[src/hdl/wmb_pkg.sv]
//------------------------------------------------------------------------------
// wmb_pkg
// Shared types and constants of the weighted map binner: queue entry layout,
// fixed-point widths, saturation limits and transaction mode codes.
//------------------------------------------------------------------------------
`timescale 1ns / 1ps
`default_nettype none

package wmb_pkg;

   // fixed-point widths of the bin sums
   localparam int NUM_W = 48;
   localparam int DEN_W = 40;

   // clamped product is held in [-2^48, 2^48]
   localparam int PROD_W = 50;
   // wide enough for any sample times weight product
   localparam int WIDE_W = 66;

   // queue entry field widths, sized for the largest configuration
   localparam int ADDR_FIELD_W   = 26;
   localparam int WEIGHT_FIELD_W = 32;

   // queue between front and back
   localparam int FIFO_DEPTH = 4;
   localparam int FIFO_PTR_W = 2;
   localparam int FIFO_CNT_W = 3;

   // configuration register
   localparam int            CFG_W     = 7;
   localparam logic [CFG_W-1:0] CFG_RESET = 7'd64;

   // transaction modes
   localparam logic MODE_ACC  = 1'b0;
   localparam logic MODE_READ = 1'b1;

   // saturation limits
   localparam logic [NUM_W-1:0] NUM_MAX = 48'h7FFF_FFFF_FFFF;
   localparam logic [NUM_W-1:0] NUM_MIN = 48'h8000_0000_0000;
   localparam logic [DEN_W-1:0] DEN_MAX = 40'hFF_FFFF_FFFF;

   // product clamp bounds
   localparam logic signed [WIDE_W-1:0] CLAMP_HI = 66'sd281474976710656;
   localparam logic signed [WIDE_W-1:0] CLAMP_LO = -66'sd281474976710656;

   // one classified transaction on its way to the back end
   typedef struct packed {
      logic                             mode;
      logic                             ok;
      logic [ADDR_FIELD_W-1:0]          addr;
      logic signed [PROD_W-1:0]         prod;
      logic [WEIGHT_FIELD_W-1:0]        weight;
   } wmb_entry_type;

endpackage

`default_nettype wire

[src/hdl/wmb_fifo.sv]
//------------------------------------------------------------------------------
// wmb_fifo
// Short queue of classified transactions between the front and back ends.
//------------------------------------------------------------------------------
`timescale 1ns / 1ps
`default_nettype none

module wmb_fifo (
   input  wire logic                   clock,
   input  wire logic                   reset,
   input  wire logic                   push,
   input  wire wmb_pkg::wmb_entry_type push_entry,
   input  wire logic                   pop,
   output wmb_pkg::wmb_entry_type      head_entry,
   output logic                        full,
   output logic                        empty
);

   wmb_pkg::wmb_entry_type               entry_ff [wmb_pkg::FIFO_DEPTH];
   logic [wmb_pkg::FIFO_PTR_W-1:0]       wr_ptr_ff, wr_ptr_in;
   logic [wmb_pkg::FIFO_PTR_W-1:0]       rd_ptr_ff, rd_ptr_in;
   logic [wmb_pkg::FIFO_CNT_W-1:0]       count_ff, count_in;
   logic                                 do_push, do_pop;

   assign full       = count_ff == wmb_pkg::FIFO_CNT_W'(wmb_pkg::FIFO_DEPTH);
   assign empty      = count_ff == '0;
   assign do_push    = push && !full;
   assign do_pop     = pop && !empty;
   assign head_entry = entry_ff[rd_ptr_ff];

   // pointer and count update
   always_comb begin
      wr_ptr_in = do_push ? wr_ptr_ff + 1'b1 : wr_ptr_ff;
      rd_ptr_in = do_pop  ? rd_ptr_ff + 1'b1 : rd_ptr_ff;
      count_in  = count_ff;
      if (do_push && !do_pop) begin
         count_in = count_ff + 1'b1;
      end else if (do_pop && !do_push) begin
         count_in = count_ff - 1'b1;
      end
   end

   always_ff @(posedge clock) begin
      if (reset) begin
         wr_ptr_ff <= '0;
         rd_ptr_ff <= '0;
         count_ff  <= '0;
      end else begin
         wr_ptr_ff <= wr_ptr_in;
         rd_ptr_ff <= rd_ptr_in;
         count_ff  <= count_in;
      end
   end

   // entry storage
   always_ff @(posedge clock) begin
      if (do_push) begin
         entry_ff[wr_ptr_ff] <= push_entry;
      end
   end

endmodule

`default_nettype wire

[config.mk]
export PLATFORM = sky130hd
export DESIGN_NAME = wmb_fifo
export DESIGN_NICKNAME = d
export VERILOG_FILES = /design/src/hdl/wmb_pkg.sv /design/src/hdl/wmb_fifo.sv
export SDC_FILE = /design/constraint.sdc
export NUM_CORES = 1
export LEC_CHECK = 0
export CORE_MARGIN = 2
export CORE_UTILIZATION = 30
export DETAILED_ROUTE_END_ITERATION = 8
export DONT_BUFFER_PORTS = 1
export HOLD_SLACK_MARGIN = 0.05
export PLACE_DENSITY = 0.49
export SYNTH_ARGS = -nofsm -noshare
export SYNTH_HDL_FRONTEND = slang
export SYNTH_SLANG_ARGS = --single-unit
[constraint.sdc]
create_clock -name clock -period 8.55 [get_ports clock]
set_clock_uncertainty 0.05 [all_clocks]
set_input_delay 1.2825 -clock clock [delete_from_list [all_inputs] [get_ports clock]]
set_output_delay 1.2825 -clock clock [all_outputs]
set_load 0.02 [all_outputs]
Yosys cells after proc, flatten, opt, wreduce, memory -nomap -nowiden
Memory sizes are Yosys's and may differ from the RTL's. A register that Yosys moved wholly into a read port is not among the register bits.
Cells that the tools add are included.
- flip-flop bits (word level): 7
- RAM bits: 440
- input bits: 114
- output and inout bits: 112
- word-level logic and storage cells: 25
- memories: 1
- memories (name ; words ; width ; read ports ; clocked after Yosys merged registers in ; write ports ; RTL line ; RTL):
    entry_ff ; 4 ; 110 ; 1 ; 1 ; 1 ; wmb_fifo.sv:19 ; wmb_pkg::wmb_entry_type entry_ff [wmb_pkg::FIFO_DEPTH];
- add/sub/neg operators: 4
- equality and inequality tests: 1
- mux-type cells: 6
- reductions and logical operators: 10
- operator list (operator ; count):
    $mux W3 ; 2
    $add A2 B1 Y2 const B ; 2
    $logic_and A1 B1 Y1 ; 4
    $logic_not A1 Y1 ; 4
    $mux W2 ; 2
    $add A3 B1 Y3 const B ; 1
    $eq A3 B3 Y1 const B ; 1
    $logic_not A3 Y1 ; 1
    $sub A3 B1 Y3 const B ; 1
    $mux W1 ; 2
    $reduce_bool A2 Y1 ; 1

Depth between registers and ports, before layout
Gate-level depths: netlist (run 1).
- depth after elaboration: 7
- depth in mapped cells: 8

Worst setup path before layout (run 1)
No wires, ideal clock.
- kind: input to register
- start point: in push
- end point: mem entry_ff[0][0] in the netlist's numbering (enable)
- library setup time: 482 ps
- data arrival time: 4158 ps
- data required time: 8018 ps
- path slack: 3861 ps
- stages: 3
- path buffers: 0
- cell sequence: inv_1 nor2_1 and2_1
- cells in the longest elaborated chain, start to end: 3
- ends and longest elaborated chain (element ; RTL line ; RTL):
    from (decl) ; wmb_fifo.sv:11 ; input wire logic push,
    $logic_and A1 B1 Y1 ; wmb_fifo.sv:27 ; assign do_push = push && !full;
    net do_push ; wmb_fifo.sv:23 ; logic do_push, do_pop;
    $mux W1 ; wmb_fifo.sv:57 ; if (do_push) begin
    $mux W1 (implied by the code) ; wmb_fifo.sv:58 ; entry_ff[wr_ptr_ff] <= push_entry;
    to (decl) ; wmb_fifo.sv:19 ;
The timed path passes the listed nets, and every way through them passes these cells.

==> results of run 1 <==
-- metrics by stage --
| step | worst slack, ns | power, mW |
|---|---|---|
| global route | 4.10 | 6.29 |
| finish | 4.31 | 6.03 |
| CTS | 4.16 | 6.16 |
| detailed placement | 4.56 | 4.05 |
| floorplan | 3.86 | 3.82 |
| global placement | 4.70 | 4.01 |
-- report_power, final --
part           internal, mW  total, mW  switching (mW)  leakage (nW)
sequential             2.65       2.74          0.0923          4.11
clock                  1.23       2.08           0.842         0.781
combinational         0.433       1.21           0.774         0.755
-- cells by family after synthesis --
group	after synthesis	synth area share (%)
AOI/OAI and AO/OA	6	0.222
xor gates and xnor gates	4	0.214
adders and majority gates	6	0.505
buffers and inverters	29	1.26
DFF	449	82.0
muxes	112	15.3
and+or+nand+nor	16	0.551
-- state kept, by name (all words and copies together), names as in the netlist, named ones only --
register / cells
rd_ptr_ff: 2
count_ff: 3
entry_ff: 440
wr_ptr_ff: 2
-- worst max path at each step --
stage | start | endpoint | slack [ns] | depth (start not counted)
after floorplan | push | entry_ff[0][0] | 3.86 | 3
after global placement | push | entry_ff[0][78] | 4.70 | 4
after detailed placement | push | entry_ff[1][66] | 4.56 | 4
after CTS | flip-flop | head_entry[109] | 4.16 | 2
after global routing | flip-flop | head_entry[4] | 4.10 | 2
final | flip-flop | head_entry[4] | 4.31 | 2
-- cell usage in the layout (no fill, tap or decap), drive strengths merged --
cell type and n:
o21ai 2, mux4 110, bufinv 2, o31ai 1
a21oi 2, fa 1, dfxtp 9, ha 5
o311ai 1, nand2b 2, clkinv 13, and2 4
clkbuf 64, clkinvlp 6, or3 2, nor2 6
buf 7, edfxtp 440, nor3b 1, xor2 4
nor3 1, mux2i 2, inv 10
-- final cells by class --
cell class	instances	area (um^2)	share of cell area, %
Clock buffer	64	1420	7.58
Clock inverter	27	206	1.10
Inverter	4	15.0	0.0802
Multi-Input combinational cell	144	2750	14.7
Sequential cell	449	13400	71.6
Tap cell	696	871	4.65
Timing Repair Buffer	7	52.6	0.281
-- layer usage --
metal	track usage, %	share of wire (%)
met5	0	0
met4	3.85	2.6
met3	5.78	9.8
met2	20.7	52
met1	12.2	36
-- critical path, cell delays in order, from the launching register on --
cell     delay [ns]
dfxtp_4        0.81
buf_4          0.90
mux4_2         0.56
==> impl_metrics.yaml, run 1 <==
floorplan:
  die_h_um: 237
  core_mm2: 0.0538
  start_util_pct: 30.4
  rows: 85
  die_w_um: 237
  pin_count: 226
  die_area_mm2: 0.0563
grt:
  grt_pass1_wl_um: 48500
  grt_overflow: 0
  antenna_found_initial: 0
  grt_max_degree: 64
  grt_pass1_vias: 7352
  track_usage_pct: 11.8
timing:
  relSlewSlack_pct: 30.6
  timing.hold.ws_ns: 0.459
  rsz0062_at_grt: "no"
  fin_crit_sh_pct: 49.6
  hold_viol: 0
  drv_slew: 0
  fmax_mhz: 236
  setup_viol: 0
  tightestPinTransition_ns: 1.04
  setup_tns_ns: 0
  post-route-min-period_ns: 4.24
cells_and_area:
  utilization_pct: 34.8
  syn2layout_area_growth_pct: 14.5
  diodes: 0
  fillers: 4894
  postLayoutCellArea_mm2: 0.0187
  finalNonFillerCells: 1391
  layout.nets: 776
  drive_gt1_share_pct: 28.6
synth:
  synth_flop_cell: "edfxtp_1"
  ys_top_cells_by_area: "edfxtp_1, mux4_2, dfxtp_1, buf_6, ha_1"
  yosys.area.top_type: "edfxtp_1"
  synth_commonest_cells: "edfxtp_1, mux4_2, buf_2, buf_6, dfxtp_1"
  synth_fp_nets: 742
  synth_top_area_share_pct: 80.9
  synth_edf_count: 440
  synth_seq_area_share_pct: 82.0
  async_reset_ff_share_pct: 0
  syn-instance-count: 622
  netlist_area_mm2: 0.0163
  synth-seq-cells: 449
  synth_area_per_cell_um2: 26.3
  yosysUniqueCellTypes: 21
  synth.most_common_cell: "edfxtp_1"
  yosysWarnings: 0
clock_tree:
  cts_resized: 0
  path_clk_slew_ns: 0.06
  clock-sinks: 449
  cts_inserted_buffers: 50
  cts_root_buffer: "clkbuf_16"
  cts_tree: "done"
  cts.htree.levels: 2
  clk_latency_ns: 0.56
  holdBufCountCts: 0
  cts_setup_buffers: 0
  clock_path_buffers: 3
critical_path:
  reg2reg_from: "count_ff[0]"
  required_ns: 7.22
  cp-end-kind: "primary output"
  ff2ff_path_depth: 4
  critical_path_class: "reg2out"
  reg2reg_to: "entry_ff[3][77]"
  crit_arrival_ns: 2.90
  start_kind: "flip-flop"
  reg2reg_slack_ns: 5.34
  critPathMaxFanout: 63
routing:
  finalWirelength_um: 33100
  drtIter0Drc: 462
  viasPerCell: 4.70
  antenna_left: 0
  drtPass1Iterations: 6
  routedWlPerCell_um: 23.8
  drc: 0
  vias: 6541
placement:
  dpl-instance-area_mm2: 0.0171
  place_congestion: 0.719
  numPortBuffers: 0
  dp.cells: 1300
  hpwl_um: 19400
power_and_ir_drop:
  p_leak_nw: 5.64
  p_per_area_mw_per_mm2: 322
  ir_worst_vdd_mv: 0.175
min_path:
  hold_path_class: "reg2reg"
  hold_start: "wr_ptr_ff[1]"
  min_delay_path_depth: 2
  min_to: "wr_ptr_ff[1]"
status:
  status: "finished, final reports clean"
job:
  cap_violations: 0
(Power assumes the default switching activity.)
==> inputs of run 2 (changes only) <==
PLACE_DENSITY = 0.5   (was 0.49)
clock period = 3.6 ns   (was 8.55 ns; I/O delays follow)
==> run 2 against run 1 <==
Net effect: first-iteration DRC count is 22% lower; critical path depth unchanged; setup slack got worse by 3.5 ns; power up 140%; final area up 6.2%; routed wire length down 4.8%; core utilization up 2.2 points; sequential share of layout area is 4.2 points lower; die area is the same; final cell count up 8.4%; global-route usage decreased by 0.56 points; critical path type unchanged; largest power group unchanged.
==> impl_metrics.yaml, run 2 (synthesis gave the netlist of run 1 again) <==
floorplan:
  start_util_pct: 30.4
  die_w_um: 237
  pin_count: 226
  die_h_um: 237
  die_area_mm2: 0.0563
  rows: 85
  core_mm2: 0.0538
cells_and_area:
  final_cell_mix: "edfxtp_1, dlygate4sd3_1, mux4_2"
  syn2layout_area_growth_pct: 21.7
  postLayoutCellArea_mm2: 0.0199
  largest_registers: "entry_ff x440, count_ff x3"
  layout.nets: 892
  top_register: "entry_ff"
  final_common_cell: "edfxtp_1"
  largest_reg_flops: 440
  drive_gt1_share_pct: 25.1
power_and_ir_drop:
  p_clk_share_pct: 32.9
  p_per_area_mw_per_mm2: 716
  switching_share_pct: 28.3
  power_switching_mw: 4.03
  intPower_mw: 10.2
  p_comb_share_pct: 21.8
  ir_worst_vdd_mv: 0.443
  power_frac_seq_pct: 45.3
  p_leak_nw: 6.13
critical_path:
  required_ns: 3.01
  critical_path_class: "reg2out"
  critPathMaxFanout: 47
  crit_arrival_ns: 2.17
  start_kind: "flip-flop"
  cp-end-kind: "primary output"
clock_tree:
  cts_tree: "done"
  path_clk_slew_ns: 0.06
  holdBufCountCts: 111
  cts_inserted_buffers: 47
  clock-sinks: 449
  clock_path_buffers: 3
  cts_resized: 0
  cts_setup_buffers: 0
  cts.htree.levels: 2
  cts_root_buffer: "clkbuf_16"
  clk_latency_ns: 0.57
job:
  cap_violations: 0
placement:
  dp_slack_ns: 0.957
  dpl-instance-area_mm2: 0.0173
  place_congestion: 0.712
  hpwl_um: 19200
  numPortBuffers: 0
timing:
  timing.hold.ws_ns: 0.106
  fin_crit_sh_pct: 76.8
  fin_ws_ns: 0.835
  setup_viol: 0
  drv_slew: 0
  hold_viol: 0
  post-route-min-period_ns: 2.76
  rsz0062_at_grt: "no"
  relSlewSlack_pct: 55.7
  setup_tns_ns: 0
  tightestPinTransition_ns: 0.659
  fmax_mhz: 362
status:
  status: "finished, final reports clean"
routing:
  vias: 6914
  routedWlPerCell_um: 20.9
  viasPerCell: 4.58
  antenna_left: 0
  drtIter0Drc: 361
  drc: 0
  finalWirelength_um: 31500
  drtPass1Iterations: 4
grt:
  grt_max_degree: 63
  grt_pass1_wl_um: 47500
  track_usage_pct: 11.2
  antenna_found_initial: 2
  grt_pass1_vias: 7645
  grt_overflow: 0
min_path:
  hold_path_class: "in2reg"
==> run 2: power by group through the flow <==
stage / Clock (mW) / Sequential (mW) / Combinational [mW]
after floorplan: 0 / 6.49 / 2.55
after global placement: 0 / 6.53 / 3.00
after detailed placement: 0 / 6.57 / 3.03
after CTS: 4.84 / 6.46 / 3.20
after global routing: 5.04 / 6.50 / 3.30
final: 4.68 / 6.45 / 3.10
==> run 2: per-layer routing <==
layer | up-vias | wire, um | global-route usage (%)
met3 | 58 | 2320 | 4.02
met5 | - | 11 | 0
li1 | 2995 | - | -
met4 | 2 | 738 | 3.68
met1 | 3645 | 12900 | 13.5
met2 | 214 | 15600 | 18.7
==> run 2: cell type report <==
class,count,area [um^2]
Inverter,4,15.0
Multi-Input combinational cell,144,2750
Clock inverter,30,272
Timing Repair Buffer,126,1340
Fill cell,4842,33900
Clock buffer,57,1230
Tap cell,696,871
Sequential cell,449,13400
Antenna cell,2,5.00
==> run 2: per-stage QoR <==
| step | cells | power [mW] | util, % |
|---|---|---|---|
| 2_1_floorplan | 622 | 9.03 | - |
| 3_3_place_gp | 1308 | 9.53 | 32.1 |
| 3_5_place_dp | 1308 | 9.61 | 32.1 |
| 4_1_cts | 1506 | 14.5 | 36.9 |
| 5_1_grt | 1507 | 14.8 | 36.9 |
| 6_report | 1508 | 14.2 | 36.9 |
==> run 2: worst paths after layout <==
path / start / to / slack [ns] / cells past startpoint
worst max-delay path: flip-flop / head_entry[91] / 0.84 / 2
worst min-delay path: reset / wr_ptr_ff[1] / 0.11 / 2
worst max register to register: count_ff[0] / entry_ff[0][5] / 1.00 / 4
worst min register to register: wr_ptr_ff[1] / wr_ptr_ff[1] / 0.46 / 2
==> run 2: critical path: stages (launching register included) <==
cell and delay (ns):
dfxtp_4 0.49, buf_12 0.36, mux4_2 0.67
==> inputs of run 3 (changes only) <==
clock period = 2.5 ns   (was 3.6 ns; I/O delays follow)
==> run 3 against run 2 <==
Net effect: routed wire length rose by 1.8%; largest cell class unchanged; critical endpoint is now head_entry[69]; sequential power grew 44%; critical path type unchanged; first-iteration DRC count shrank 2.5%; flip-flop and latch count did not move; final area is 0.67% higher; via count up 0.65%; global-route usage up 0.13 points.
==> impl_metrics.yaml, run 3 (synthesis gave the netlist of run 1 again) <==
timing:
  fmax_mhz: 413
  rsz0062_at_grt: "yes"
  fin_crit_sh_pct: 96.8
  relSlewSlack_pct: 46.3
  setup_tns_ns: 0
  tightestPinTransition_ns: 0.799
  fin_ws_ns: 0.0795
  setup_viol: 0
  drv_slew: 0
  post-route-min-period_ns: 2.42
  hold_viol: 0
critical_path:
  crit_family: "multiplexers"
  critical_path.cell_chain: "buf_12 -> mux4_2"
  critPathMaxFanout: 31
  slowest_stage: "mux4_2"
  crit_arrival_ns: 2.00
  start_kind: "flip-flop"
  critical_path_class: "reg2out"
  max_stage_delay_ns: 0.69
  required_ns: 2.08
  path_buf_inv: 1
  cp-end-kind: "primary output"
clock_tree:
  cts.htree.levels: 2
  clock_path_buffers: 3
  cts_tree: "done"
  cts_inserted_buffers: 48
  path_clk_slew_ns: 0.06
  cts_root_buffer: "clkbuf_16"
  clock-sinks: 449
  clk_latency_ns: 0.57
grt:
  grt_max_degree: 73
  track_usage_pct: 11.3
  antenna_found_initial: 2
  grt_pass1_wl_um: 47800
  grt_overflow: 0
  grt_pass1_vias: 7718
routing:
  finalWirelength_um: 32100
  routedWlPerCell_um: 21.2
  antenna_left: 0
  drc: 0
  vias: 6959
  viasPerCell: 4.60
  drtPass1Iterations: 4
  drtIter0Drc: 352
placement:
  dpl-instance-area_mm2: 0.0173
  place_congestion: 0.703
  numPortBuffers: 0
  hpwl_um: 18600
  dp_slack_ns: 0.260
power_and_ir_drop:
  p_per_area_mw_per_mm2: 1040
  intPower_mw: 15.0
  switching_share_pct: 28.1
  p_comb_share_pct: 22.2
  power_frac_seq_pct: 44.4
  p_clk_share_pct: 33.5
  power_switching_mw: 5.86
  p_leak_nw: 6.18
  ir_worst_vdd_mv: 0.585
floorplan:
  start_util_pct: 30.4
  die_area_mm2: 0.0563
  pin_count: 226
  die_h_um: 237
  die_w_um: 237
  rows: 85
  core_mm2: 0.0538
job:
  cap_violations: 0
cells_and_area:
  final_common_cell: "edfxtp_1"
  largest_registers: "entry_ff x440, count_ff x3"
  syn2layout_area_growth_pct: 22.5
  largest_reg_flops: 440
  top_register: "entry_ff"
  final_cell_mix: "edfxtp_1, dlygate4sd3_1, mux4_2"
  layout.nets: 896
  drive_gt1_share_pct: 24.6
  postLayoutCellArea_mm2: 0.0200
min_path:
  hold_path_class: "in2reg"
status:
  status: "finished, final reports clean"
run 3: changes by cell type in the layout (fill, tap and decap cells not counted), moves of 3 or more:
cell       before  now
clkinv_2        9    6
clkbuf_16      47   51
inv_6           5    2
clkinv_1        8   12
run 3: timing repair:
action	CTS	global route
cloned	0	1
setup buffers	0	0
setup endpoints to repair	39	40
endpoints found under the hold margin	449	0
resized for setup	1	1
hold buffers	113	0
run 3: path summary, 6_finish.rpt:
kind,start,endpoint,slack [ns],cells past startpoint
setup / recovery,flip-flop,head_entry[69],0.08,2
hold reg to reg,wr_ptr_ff[1],wr_ptr_ff[1],0.48,2
hold / removal,push_entry[15],entry_ff[1][15],0.46,1
setup reg to reg,count_ff[1],count_ff[2],0.25,7
run 3: layout make-up:
cell class,instances,area [um^2]
timing repair buffer,129,1400
clock buffer,60,1290
antenna,2,5.00
tap,696,871
clock inverter,30,290
inverter,4,15.0
fill,4806,33800
sequential,449,13400
multi-input combinational,144,2750
run 3: routing by layer:
layer	wire, um	vias up	global-route usage (%)
met5	0	-	0
met4	849	0	3.79
met3	2360	55	4.15
met2	16000	198	18.9
met1	12900	3690	13.6
li1	-	3016	-
run 3: power by group through the flow:
| stage | Sequential (mW) | Combinational (mW) | Clock (mW) |
|---|---|---|---|
| after detailed placement | 9.41 | 4.48 | 0 |
| after global routing | 9.31 | 4.94 | 7.56 |
| after global placement | 9.36 | 4.42 | 0 |
| after CTS | 9.25 | 4.73 | 7.25 |
| final | 9.26 | 4.62 | 6.99 |
| after floorplan | 9.34 | 3.67 | 0 |
run 3: per-stage QoR:
stage	hold slack [ns]	util (%)	std cells	total power [mW]
floorplan	0.424	-	622	13.0
global placement	0.398	32.1	1308	13.8
detailed placement	0.401	32.1	1308	13.9
CTS	0.409	37.1	1511	21.2
global route	0.434	37.2	1512	21.8
finish	0.459	37.2	1514	20.9
run 3: worst register-to-register path, delay by kind of cell, from the launching register on:
family / cells / cell delay [ns]
adders and majority gates: 2 / 0.64
AOI/OAI and AO/OA: 2 / 0.56
DFF: 1 / 0.37
and+or+nand+nor: 1 / 0.31
xor gates and xnor gates: 1 / 0.17
buffers and inverters: 1 / 0.07
