==> config.mk <==
export PLATFORM = sky130hd
export DESIGN_NAME = wmb_front_flat
export DESIGN_NICKNAME = d
export VERILOG_FILES = /design/src/hdl/wmb_pkg.sv /design/src/hdl/wmb_if.sv /design/src/hdl/wmb_front.sv /design/src/flat_wrapper.sv
export SDC_FILE = /design/constraint.sdc
export NUM_CORES = 1
export LEC_CHECK = 0
export BUFFER_PORTS_ARGS = -buffer_cell sky130_fd_sc_hd__buf_2
export CELL_PAD_IN_SITES_DETAIL_PLACEMENT = 0
export CELL_PAD_IN_SITES_GLOBAL_PLACEMENT = 2
export CORE_UTILIZATION = 38
export CTS_CLUSTER_SIZE = 14
export DETAILED_ROUTE_END_ITERATION = 7
export PLACE_DENSITY_LB_ADDON = 0.2
export SLEW_MARGIN = 20
export SYNTH_ARGS = -nofsm -noshare
export SYNTH_HDL_FRONTEND = slang
export SYNTH_SLANG_ARGS = --single-unit
==> constraint.sdc <==
create_clock -name clock -period 7.2 [get_ports clock]
set_input_delay 0.72 -clock clock [delete_from_list [all_inputs] [get_ports clock]]
set_output_delay 0.72 -clock clock [all_outputs]
set_load 0.02 [all_outputs]
==> src/hdl/wmb_pkg.sv <==
//------------------------------------------------------------------------------
// wmb_pkg
// Shared types and constants of the weighted map binner: queue entry layout,
// fixed-point widths, saturation limits and transaction mode codes.
//------------------------------------------------------------------------------
`timescale 1ns / 1ps
`default_nettype none

package wmb_pkg;

   // fixed-point widths of the bin sums
   localparam int NUM_W = 48;
   localparam int DEN_W = 40;

   // clamped product is held in [-2^48, 2^48]
   localparam int PROD_W = 50;
   // wide enough for any sample times weight product
   localparam int WIDE_W = 66;

   // queue entry field widths, sized for the largest configuration
   localparam int ADDR_FIELD_W   = 26;
   localparam int WEIGHT_FIELD_W = 32;

   // queue between front and back
   localparam int FIFO_DEPTH = 4;
   localparam int FIFO_PTR_W = 2;
   localparam int FIFO_CNT_W = 3;

   // configuration register
   localparam int            CFG_W     = 7;
   localparam logic [CFG_W-1:0] CFG_RESET = 7'd64;

   // transaction modes
   localparam logic MODE_ACC  = 1'b0;
   localparam logic MODE_READ = 1'b1;

   // saturation limits
   localparam logic [NUM_W-1:0] NUM_MAX = 48'h7FFF_FFFF_FFFF;
   localparam logic [NUM_W-1:0] NUM_MIN = 48'h8000_0000_0000;
   localparam logic [DEN_W-1:0] DEN_MAX = 40'hFF_FFFF_FFFF;

   // product clamp bounds
   localparam logic signed [WIDE_W-1:0] CLAMP_HI = 66'sd281474976710656;
   localparam logic signed [WIDE_W-1:0] CLAMP_LO = -66'sd281474976710656;

   // one classified transaction on its way to the back end
   typedef struct packed {
      logic                             mode;
      logic                             ok;
      logic [ADDR_FIELD_W-1:0]          addr;
      logic signed [PROD_W-1:0]         prod;
      logic [WEIGHT_FIELD_W-1:0]        weight;
   } wmb_entry_type;

endpackage

`default_nettype wire

==> src/hdl/wmb_if.sv <==
//------------------------------------------------------------------------------
// wmb channel interfaces
// Valid/ready channels of the weighted map binner: request, response and
// configuration write.
//------------------------------------------------------------------------------
`timescale 1ns / 1ps
`default_nettype none

interface wmb_req_if #(
   parameter int SAMPLE_BITS = 16,
   parameter int WEIGHT_BITS = 16
) ();
   logic                          valid;
   logic                          ready;
   logic                          mode;
   logic [9:0]                    pixel_index;
   logic [5:0]                    channel;
   logic signed [SAMPLE_BITS-1:0] sample_value;
   logic [WEIGHT_BITS-1:0]        weight;

   modport source (output valid, mode, pixel_index, channel, sample_value, weight,
                   input ready);
   modport sink   (input valid, mode, pixel_index, channel, sample_value, weight,
                   output ready);
endinterface


`default_nettype wire

==> src/hdl/wmb_front.sv <==
//------------------------------------------------------------------------------
// wmb_front
// Accepts request transactions, checks the bin range, forms the bin address
// and the sample times weight product, and pushes the result into the queue.
//------------------------------------------------------------------------------
`timescale 1ns / 1ps
`default_nettype none

module wmb_front #(
   parameter int NUM_PIXELS   = 1024,
   parameter int NUM_CHANNELS = 64,
   parameter int SAMPLE_BITS  = 16,
   parameter int WEIGHT_BITS  = 16
) (
   input  wire logic                          clock,
   input  wire logic                          reset,
   wmb_req_if.sink                            req,
   input  wire logic [wmb_pkg::CFG_W-1:0]     channels_in_use,
   input  wire logic                          clear_busy,
   input  wire logic                          fifo_full,
   output logic                               push,
   output wmb_pkg::wmb_entry_type             push_entry
);

   localparam int PW = SAMPLE_BITS + WEIGHT_BITS + 1;
   localparam int AW = wmb_pkg::ADDR_FIELD_W;

   logic                          stage_valid_ff, stage_valid_in;
   logic                          stage_mode_ff;
   logic                          stage_ok_ff;
   logic [AW-1:0]                 stage_addr_ff;
   logic signed [PW-1:0]          stage_prod_ff;
   logic [WEIGHT_BITS-1:0]        stage_weight_ff;

   logic                          accept;
   logic                          pix_ok, ch_ok;
   logic [AW-1:0]                 addr_calc;
   logic signed [PW-1:0]          prod_calc;
   logic signed [wmb_pkg::WIDE_W-1:0] prod_wide;
   logic signed [wmb_pkg::WIDE_W-1:0] prod_clamped;

   // take a new transaction when no clearing pass runs and the stage is free or drains this cycle
   assign push      = stage_valid_ff && !fifo_full;
   assign req.ready = !clear_busy && (!stage_valid_ff || !fifo_full);
   assign accept    = req.valid && req.ready;

   // bin range check and address
   assign pix_ok    = 32'(req.pixel_index) < NUM_PIXELS;
   assign ch_ok     = ({1'b0, req.channel} < channels_in_use) &&
                      (32'(req.channel) < NUM_CHANNELS);
   assign addr_calc = AW'(req.pixel_index) * AW'(NUM_CHANNELS) + AW'(req.channel);

   // sample times zero-extended weight
   assign prod_calc = PW'(req.sample_value) * PW'($signed({1'b0, req.weight}));

   // stage valid
   assign stage_valid_in = accept || (stage_valid_ff && !push);

   always_ff @(posedge clock) begin
      if (reset) begin
         stage_valid_ff <= 1'b0;
      end else begin
         stage_valid_ff <= stage_valid_in;
      end
   end

   // stage payload
   always_ff @(posedge clock) begin
      if (accept) begin
         stage_mode_ff   <= req.mode;
         stage_ok_ff     <= pix_ok && ch_ok;
         stage_addr_ff   <= addr_calc;
         stage_prod_ff   <= prod_calc;
         stage_weight_ff <= req.weight;
      end
   end

   // clamp product well outside the numerator range
   always_comb begin
      prod_wide = wmb_pkg::WIDE_W'(stage_prod_ff);
      if (prod_wide > wmb_pkg::CLAMP_HI) begin
         prod_clamped = wmb_pkg::CLAMP_HI;
      end else if (prod_wide < wmb_pkg::CLAMP_LO) begin
         prod_clamped = wmb_pkg::CLAMP_LO;
      end else begin
         prod_clamped = prod_wide;
      end
   end

   // queue entry
   always_comb begin
      push_entry.mode   = stage_mode_ff;
      push_entry.ok     = stage_ok_ff;
      push_entry.addr   = stage_addr_ff;
      push_entry.prod   = prod_clamped[wmb_pkg::PROD_W-1:0];
      push_entry.weight = wmb_pkg::WEIGHT_FIELD_W'(stage_weight_ff);
   end

endmodule

`default_nettype wire

==> src/flat_wrapper.sv <==
// flat-port wrapper written by rule: the top's interface ports become plain ports
module wmb_front_flat 
#(
   parameter int NUM_PIXELS   = 1024,
   parameter int NUM_CHANNELS = 64,
   parameter int SAMPLE_BITS  = 16,
   parameter int WEIGHT_BITS  = 16
)
  (clock, reset, channels_in_use, clear_busy, fifo_full, push, push_entry, req_valid, req_mode, req_pixel_index, req_channel, req_sample_value, req_weight, req_ready);
  wmb_req_if #(.SAMPLE_BITS(SAMPLE_BITS), .WEIGHT_BITS(WEIGHT_BITS)) req_i ();
  input  wire logic clock;
  input  wire logic reset;
  input  wire logic [wmb_pkg::CFG_W-1:0] channels_in_use;
  input  wire logic clear_busy;
  input  wire logic fifo_full;
  output logic push;
  output wmb_pkg::wmb_entry_type push_entry;
  input wire logic [$bits(req_i.valid)-1:0] req_valid;
  input wire logic [$bits(req_i.mode)-1:0] req_mode;
  input wire logic [$bits(req_i.pixel_index)-1:0] req_pixel_index;
  input wire logic [$bits(req_i.channel)-1:0] req_channel;
  input wire logic [$bits(req_i.sample_value)-1:0] req_sample_value;
  input wire logic [$bits(req_i.weight)-1:0] req_weight;
  output wire logic [$bits(req_i.ready)-1:0] req_ready;
  assign req_i.valid = req_valid;
  assign req_i.mode = req_mode;
  assign req_i.pixel_index = req_pixel_index;
  assign req_i.channel = req_channel;
  assign req_i.sample_value = req_sample_value;
  assign req_i.weight = req_weight;
  assign req_ready = req_i.ready;
  wmb_front #(.NUM_PIXELS(NUM_PIXELS), .NUM_CHANNELS(NUM_CHANNELS), .SAMPLE_BITS(SAMPLE_BITS), .WEIGHT_BITS(WEIGHT_BITS)) u_core (.clock(clock), .reset(reset), .req(req_i), .channels_in_use(channels_in_use), .clear_busy(clear_busy), .fifo_full(fifo_full), .push(push), .push_entry(push_entry));
endmodule
Word-level counts from Yosys, hierarchy flattened --
Index checks and enable logic that the tools add are counted.
Operators by class: add/sub/neg operators 1, multipliers 1, $lt $le $gt $ge 3, mux-type cells 2, reduce and logical (&&, ||, !) cells 10
Operators with widths (count):
- 50-bit two-way mux | 2
- 33-bit by 50-bit greater-than comparator with 1-bit output (second input constant) | 1
- 33-bit by 49-bit less-than comparator with 1-bit output (second input constant) | 1
- 16-bit by 17-bit multiplier with 33-bit output | 1
- 16-bit by 6-bit adder with 17-bit output | 1
- 6-bit by 7-bit less-than comparator with 1-bit output | 1
- 1-bit logical AND | 4
- 1-bit logical NOT | 4
- 1-bit logical OR | 2
Storage, ports and cells: register bits 78, input bits 61, output and inout port bits 112, word-level logic and storage cells 23

Logic depth before layout (Yosys ltp) --
Gate-level depths: netlist of the first run.
depth in word-level cells 5, depth in mapped cells 23, gate-level depth less buffers 21

Least setup slack after synthesis of the first run --
No wires, ideal clock.
kind input to register, start input req_sample_value[1], end register u_core.stage_prod_ff[31] (data pin), library setup time 258 ps, arrival 6213 ps, required time 6942 ps, slack 729 ps, stages on the path 19, buffers on the path 1, cell sequence clkbuf_1 nand2_1 fa_1 fa_1 fa_1 fa_1 inv_1 fa_1 inv_1 fa_1 inv_1 ha_1 o211ai_2 or4b_4 o21ai_2 or4b_1 a31oi_1 o21ai_1 xnor2_1
On the way: cells in the longest elaborated chain, start to end 1
RTL lines:
- start, declared | RTL line flat_wrapper.sv:22 | input wire logic [$bits(req_i.sample_value)-1:0] req_sample_value;
- 16-bit by 17-bit multiplier with 33-bit output | RTL line wmb_front.sv:54 | assign prod_calc = PW'(req.sample_value) * PW'($signed({1'b0, req.weight}));
- named net u_core.prod_calc[31] | RTL line wmb_front.sv:38 | logic signed [PW-1:0] prod_calc;
- end signal, assigned | RTL line wmb_front.sv:73 | stage_prod_ff <= prod_calc;
- end, declared | RTL line wmb_front.sv:32 | logic signed [PW-1:0] stage_prod_ff;
The timed path passes the listed nets, and every way through them passes these cells. A chain may end at the register's enable or synchronous reset.

Worst setup path after layout of the first run --
start input req_weight[8], end register u_core.stage_prod_ff[31] (data pin)
On the way: cells in the longest elaborated chain, start to end 1
RTL lines:
- start, declared | RTL line flat_wrapper.sv:23 | input wire logic [$bits(req_i.weight)-1:0] req_weight;
- 16-bit by 17-bit multiplier with 33-bit output | RTL line wmb_front.sv:54
- named net u_core.prod_calc[31] | RTL line wmb_front.sv:38
The timed path passes the listed nets, and every way through them passes these cells.

==> results of run 1 <==
## kinds of logic after synthesis
| group | synth area share [%] |
|---|---|
| other cells | 0.0332 |
| xor+xnor | 2.40 |
| compound gates | 4.69 |
| simple gates | 13.8 |
| buf+inv | 12.6 |
| fa+ha+maj | 48.4 |
| mux | 0.0885 |
| flops | 18.0 |
## placed cells by master (no fill, tap or decap), types with 2 or more instances in the layout
| master | count |
|---|---|
| inv_1 | 248 |
| fa_1 | 194 |
| nand2_1 | 148 |
| buf_2 | 146 |
| ha_1 | 127 |
| and2_1 | 113 |
| edfxtp_1 | 67 |
| a21oi_1 | 29 |
| conb_1 | 26 |
| xnor2_1 | 20 |
| nor2_1 | 19 |
| a21o_1 | 19 |
| nand2b_1 | 12 |
| buf_4 | 12 |
| xor2_1 | 11 |
| o21ai_0 | 10 |
| clkbuf_16 | 9 |
| nand4_1 | 8 |
| nand3_1 | 6 |
| a211oi_1 | 4 |
| o21ai_1 | 3 |
| nor3_1 | 3 |
| a31oi_1 | 3 |
| nor2b_1 | 3 |
| inv_6 | 3 |
| o21bai_1 | 2 |
| a41oi_1 | 2 |
| clkinvlp_4 | 2 |
## per-stage QoR
| stage | hold WS [ns] | setup slack (ns) | cell area, sq um | power [uW] | util, % |
|---|---|---|---|---|---|
| after CTS | 0.524 | 0.620 | 12500 | 6640 | 43.2 |
| after global placement | 0.496 | 0.268 | 12200 | 6140 | 42.1 |
| after floorplan | 0.471 | 0.729 | 11400 | 4830 | - |
| final | 0.522 | 0.620 | 12500 | 6470 | 43.2 |
| after global routing | 0.530 | 0.335 | 12500 | 7250 | 43.2 |
| after detailed placement | 0.510 | 0.281 | 12200 | 6110 | 42.1 |
## cell type report
type                    instances  area [sq um]  share of cell area (%)
clock buffers                   9           225                    1.80
clock inverters                 7          82.6                   0.659
inverters                     249           935                    7.46
multi-input cells             779          7950                    63.5
flip-flops and latches         68          2030                    16.2
well taps                     384           480                    3.84
repair buffers                158           821                    6.55
## registers in the layout (all words and copies together), names as in the netlist
signal                  count
u_core.stage_valid_ff       1
u_core.stage_mode_ff        1
u_core.stage_weight_ff     16
u_core.stage_addr_ff       16
u_core.stage_ok_ff          1
u_core.stage_prod_ff       33
## Yosys cell counts, types with 2 or more instances
library cell,n,area [sq um]
o21ai_1,3,15.0
ha_1,127,1590
a41oi_1,2,17.5
nor2b_1,3,18.8
nand4_1,8,50.1
buf_1,3,11.3
nand3_1,6,30.0
buf_4,45,338
and2_1,114,713
xor2_1,11,96.3
inv_1,248,931
a21o_1,19,143
o21ai_0,10,50.1
a21oi_1,29,145
a31oi_1,3,18.8
xnor2_1,20,175
nand2b_1,12,75.1
fa_1,194,3880
clkbuf_1,36,135
a211oi_1,4,30.0
nor3_1,3,15.0
edfxtp_1,67,2010
nor2_1,19,71.3
nand2_1,148,556
o21bai_1,2,15.0
## power groups by stage
stage	combinational [uW]	sequential [uW]	clock, uW
finish	5180	810	482
global route	5920	819	510
CTS	5330	813	498
detailed placement	5290	821	0
global placement	5320	820	0
floorplan	3890	935	0
## tightest hold or removal path, cell delays in order, from the launching register on
cell and delay (ns):
dfxtp_1 0.34, a21oi_1 0.07, nor2_1 0.08
## metal layers
layer	up-vias	global-route usage, %	part of all wire (%)
met5	-	0	0
met4	0	1.75	0.42
met3	10	2.38	2.4
met2	102	36.3	57
met1	3975	22.5	40
li1	3667	-	-
## final timing paths
check	startpoint	slack (ns)	to	cells after the start
max	req_weight[8]	0.62	u_core.stage_prod_ff[31]	20
min	u_core.stage_valid_ff	0.52	u_core.stage_valid_ff	2
max reg2reg	u_core.stage_valid_ff	5.52	u_core.stage_weight_ff[2]	2
min reg2reg	u_core.stage_valid_ff	0.52	u_core.stage_valid_ff	2
==> impl_results.md, run 1 <==
- Slowest Stage Delay on Critical Path: 0.53 ns
- Worst path most repeated cell: fa_1
- Sw Ratio: 50.6%
- Post-detail-place hpwl: 22,100 um
- Hold buffers post-CTS: 0
- Routed vias: 7,754
- Mapped Avg Cell Area: 9.79 sq um
- CP Max Fanout: 17
- HP Class: flip-flop to flip-flop
- Post-Place Cells: 1,638
- DRT Pass-1 Iters: 4
- Area grow syn2layout: 10.8%
- Max-slew headroom: 36.8%
- Slew Limit Fails: 0
- Fill count: 2,937
- Post-synth EDFFs: 67
- Final Non-Filler Cells: 1,654
- Worst Path Buf+Inv: 5
- Average via count per standard cell: 4.69
- DIE HEIGHT: 174 um
- Die footprint: 30,400 sq um
- Internal power contribution: 3200 uW
- WP data required: 7.29 ns
- Drt wl/cell: 16.4 um
- Hold Fails Final Rpt: 0
- Initial antenna violation count: 0
- Ant diodes: 0
- Setup Crit Path Kind: input port to flip-flop
- Row Count: 62
- Status: finished clean
- Clock network power share: 7.5%
- Synthesized cell area: 11,300 sq um
- Routed Antenna Nets: 0
- Max Cap Viol: 0
- RePlAce Congestion: 0.791
- Tightest Pin Transition: 0.949 ns
- Die width: 174 um
- Final worst path period share: 91.4%
- Final min period: 6.58 ns
- I/O Buffers: 146
- LEAKAGE: 0.00643 uW
- Largest net degree at the start of global routing: 69
- Critical path's slowest cell: fa_1
- Combinational Power Share: 80.0%
- Drc violations: 0
- Seq/Total Area, Yosys: 18.0%
- Post-CTS repair timing setup buffer count: 0
- Layout cell share with drive strength beyond 1: 14.3%
- VDD IR max: 667 uV
- P_sw: 3270 uW
- Clock transition at the registers of the reported paths: 0.07 ns
- Initial drt markers: 272
- Critical Path Sink Type: flip-flop
- Flops & latches, synth: 68
- CTS tree: done
- Reg power frac: 12.5%
- Total GRT Usage: 18.7%
- Yosys Warn Count: 0
- Top_reg_cell synth: edfxtp_1
- RSZ-0062 raised after global routing: no
- CP delay by family, top: adder cells
- Num ports: 173
- Sink Count: 68
- Cts repair resizes: 0
- Setup TNS: 0 ns
- Worst skew pair latency: 0.35 ns
- Clk buf depth: 2
- Htree depth: 3
- Worst Path Arrival: 6.67 ns
- Cell variety after synth: 44
- Worst setup SP type: input port
- Crit path cell chain: buf_2 -> and2_1 -> fa_1 -> inv_1 -> fa_1 -> fa_1 -> inv_1 -> fa_1 -> fa_1 -> inv_1 -> fa_1 -> inv_1 -> ha_1 -> o211ai_2 -> or4b_4 -> o21ai_2 -> or4b_1 -> a31oi_1 -> o21ai_1 -> xnor2_1
- Vias in the first global route: 8,305
- Grt ovf: 0
- Asr flop ratio synth: 0%
- Core area: 29,000 sq um
- Post-Synthesis Cells: 1,155
- Initial Util: 39.0%
- Setup-failing EPs final: 0
- Fin Clk Skew: 0.0129 ns
- CTS Root Cell: clkbuf_16
- First-pass GRT wire length: 43,900 um
- FMAX: 152 MHz
- Final WL: 27,100 um
- PwrDens: 517 nW/um^2
- TritonCTS buffer count: 9
- Final Net Count: 1,647
No activity file was read; power rests on OpenSTA's default activity.
==> run 2, diff against run 1 <==
BUFFER_PORTS_ARGS = -buffer_cell sky130_fd_sc_hd__buf_4   (was -buffer_cell sky130_fd_sc_hd__buf_2)
==> run 2 against run 1 <==
  * Combinational power up 2%
  * Design area up 2.7%
  * Non-clock buffer count down 6
  * Flip-flop and latch count unchanged
  * Fmax up 2.0%
  * Clock skew up 0.0010 ns
  * Die area unchanged
  * Sequential power up 0.6%
  * Global-route usage up 0.82 points
  * First-iteration DRC count up 14%
  * Utilization up 1.2 points
  * Register-to-register slack worse by 0.03 ns
  * Largest cell class unchanged
  * Highest routed layer unchanged
==> impl_results.md, run 2 (synthesized netlist as in run 1, its figures left out) <==
- Clock network power share: 7.7% (+0.2 points)
- I/O Buffers: 146 (unchanged)
- Min Hold Slack: 0.524 ns (+0.00143 ns)
- Initial drt markers: 309 (+14%)
- Initial Util: 39.0% (unchanged)
- Post-DP Area: 12,500 sq um (+2.6%)
- Setup-failing EPs final: 0 (unchanged)
- Total GRT Usage: 19.5% (+0.82 points)
- Sink Count: 68 (unchanged)
- First-pass GRT wire length: 45,200 um (+2.8%)
- LEAKAGE: 0.00653 uW (+1.7%)
- Crit path cell chain: buf_4 -> nand2_1 -> fa_1 -> inv_1 -> fa_1 -> inv_1 -> fa_1 -> inv_1 -> fa_1 -> fa_1 -> inv_1 -> fa_1 -> inv_1 -> ha_1 -> nand2_1 -> or4b_4 -> o21ai_2 -> or4b_1 -> a31oi_1 -> o21ai_1 -> xnor2_1
- P_sw: 3330 uW (+1.7%)
- Max-slew headroom: 35.9% (-0.82 points)
- Combinational Power Share: 79.9% (about the same)
- Post-detail-place hpwl: 22,200 um (+0.75%)
- Hold buffers post-CTS: 0 (unchanged)
- Setup Crit Path Kind: input port to flip-flop
- Area grow syn2layout: 13.8%
- Max Cap Viol: 0 (unchanged)
- Clock transition at the registers of the reported paths: 0.08 ns (about the same)
- Largest net degree at the start of global routing: 69 (unchanged)
- Fin Clk Skew: 0.0139 ns (+0.00100 ns)
- CTS tree: done
- PwrDens: 515 nW/um^2 (-0.27%)
- Most frequent cells in the layout: 248 x inv_1, 194 x fa_1, 152 x buf_4
- Worst skew pair latency: 0.36 ns (about the same)
- RePlAce Congestion: 0.811 (+2.5%)
- DRT Pass-1 Iters: 5 (+1)
- Top routing layer in use: met4
- Final worst path period share: 89.6% (-1.8 points)
- Tightest Pin Transition: 0.961 ns (+0.0123 ns)
- Biggest register: u_core.stage_prod_ff
- Reg power frac: 12.3% (-0.2 points)
- Design area: 12,900 sq um (+2.7%)
- Final WL: 28,600 um (+5.3%)
- Final Net Count: 1,641 (-0.36%)
- Setup TNS: 0 ns (unchanged)
- Routed vias: 7,807 (+0.68%)
- WP data required: 7.32 ns (+0.03 ns)
- Drc violations: 0 (unchanged)
- Drt wl/cell: 17.3 um (+5.7%)
- Ant diodes: 0 (unchanged)
- VDD IR max: 406 uV (-39%)
- Num ports: 173 (unchanged)
- DIE HEIGHT: 174 um (unchanged)
- HP Class: input port to flip-flop
- FMAX: 155 MHz (+2.0%)
- Vias in the first global route: 8,238 (-0.81%)
- Grt ovf: 0 (unchanged)
- Commonest non-fill, non-tap cell in the layout: inv_1
- Slew Limit Fails: 0 (unchanged)
- Htree depth: 3 (unchanged)
- Metal3 WL: 893 um (+34%)
- Die footprint: 30,400 sq um (unchanged)
- Initial antenna violation count: 0 (unchanged)
- DRT met1 WL: 11,700 um (+6.8%)
- Critical Path Sink Type: flip-flop
- CP Max Fanout: 16 (-1)
- Met2 wire len: 15,700 um (+1.8%)
- Clk buf depth: 2 (unchanged)
- Status: finished clean
- TritonCTS buffer count: 9 (unchanged)
- Average via count per standard cell: 4.74 (+1.1%)
- Slowest Stage Delay on Critical Path: 0.54 ns (about the same)
- Core area: 29,000 sq um (unchanged)
- Worst Path Arrival: 6.57 ns (-0.10 ns)
- Row Count: 62 (unchanged)
- Worst setup SP type: input port
- Largest regs: u_core.stage_prod_ff x33, u_core.stage_addr_ff x16, u_core.stage_weight_ff x16
- CTS Root Cell: clkbuf_16
- Max reg flops: 33 (unchanged)
- Final Non-Filler Cells: 1,648 (-0.36%)
- Final min period: 6.45 ns (-0.130 ns)
- Internal power contribution: 3300 uW (+3.1%)
- Die width: 174 um (unchanged)
- Cts repair resizes: 0 (unchanged)
- Critical path's slowest cell: fa_1
- Worst path most repeated cell: fa_1
- Layout cell share with drive strength beyond 1: 13.9% (-0.41 points)
- Sw Ratio: 50.2% (-0.36 points)
- Post-Place Cells: 1,632 (-0.37%)
- R2R Setup Slk: 5.49 ns (-0.03 ns)
- Routed Antenna Nets: 0 (unchanged)
- Hold Fails Final Rpt: 0 (unchanged)
- RSZ-0062 raised after global routing: no
- Post-CTS repair timing setup buffer count: 0 (unchanged)
## run 2: worst max-delay path, delay by kind of cell
kind / cells / cell delay [ns]
AOI/OAI and AO/OA: 3 / 0.62
and+or+nand+nor: 4 / 1.23
buffers and inverters: 6 / 0.51
xor gates and xnor gates: 1 / 0.13
adders and majority gates: 7 / 3.35
## run 2: layout make-up
type                            count  area (sq um)
Fill cell                        2928         16200
Multi-Input combinational cell    779          7950
Sequential cell                    68          2030
Timing Repair Buffer              152          1140
Inverter                          249           935
Tap cell                          384           480
Clock buffer                        9           225
Clock inverter                      7          98.8
## run 2: worst paths after layout
path | end | startpoint | cells past startpoint
setup reg to reg | u_core.stage_weight_ff[7] | u_core.stage_valid_ff | 2
hold / removal | u_core.stage_valid_ff | reset | 2
hold reg to reg | u_core.stage_valid_ff | u_core.stage_valid_ff | 2
setup / recovery | u_core.stage_prod_ff[31] | req_sample_value[7] | 21
## run 2: per-stage QoR
stage               util, %  total power (uW)  worst slack (ns)
finish                 44.3              6630             0.750
detailed placement     43.2              6230             0.370
CTS                    44.3              6780             0.747
global placement       43.2              6240             0.355
floorplan                 -              4830             0.729
global route           44.3              7460             0.491
## run 2: power groups by stage
stage	clock, uW	sequential [uW]	combinational (uW)
final	514	815	5300
after global routing	541	824	6090
after CTS	533	818	5430
after detailed placement	0	826	5400
after global placement	0	826	5420
after floorplan	0	935	3890
## run 2: metal layers
metal | vias up | track usage, %
met3 | 25 | 1.99
met1 | 3976 | 24.3
met2 | 156 | 36.5
li1 | 3650 | -
met5 | - | 0
met4 | 0 | 3.58
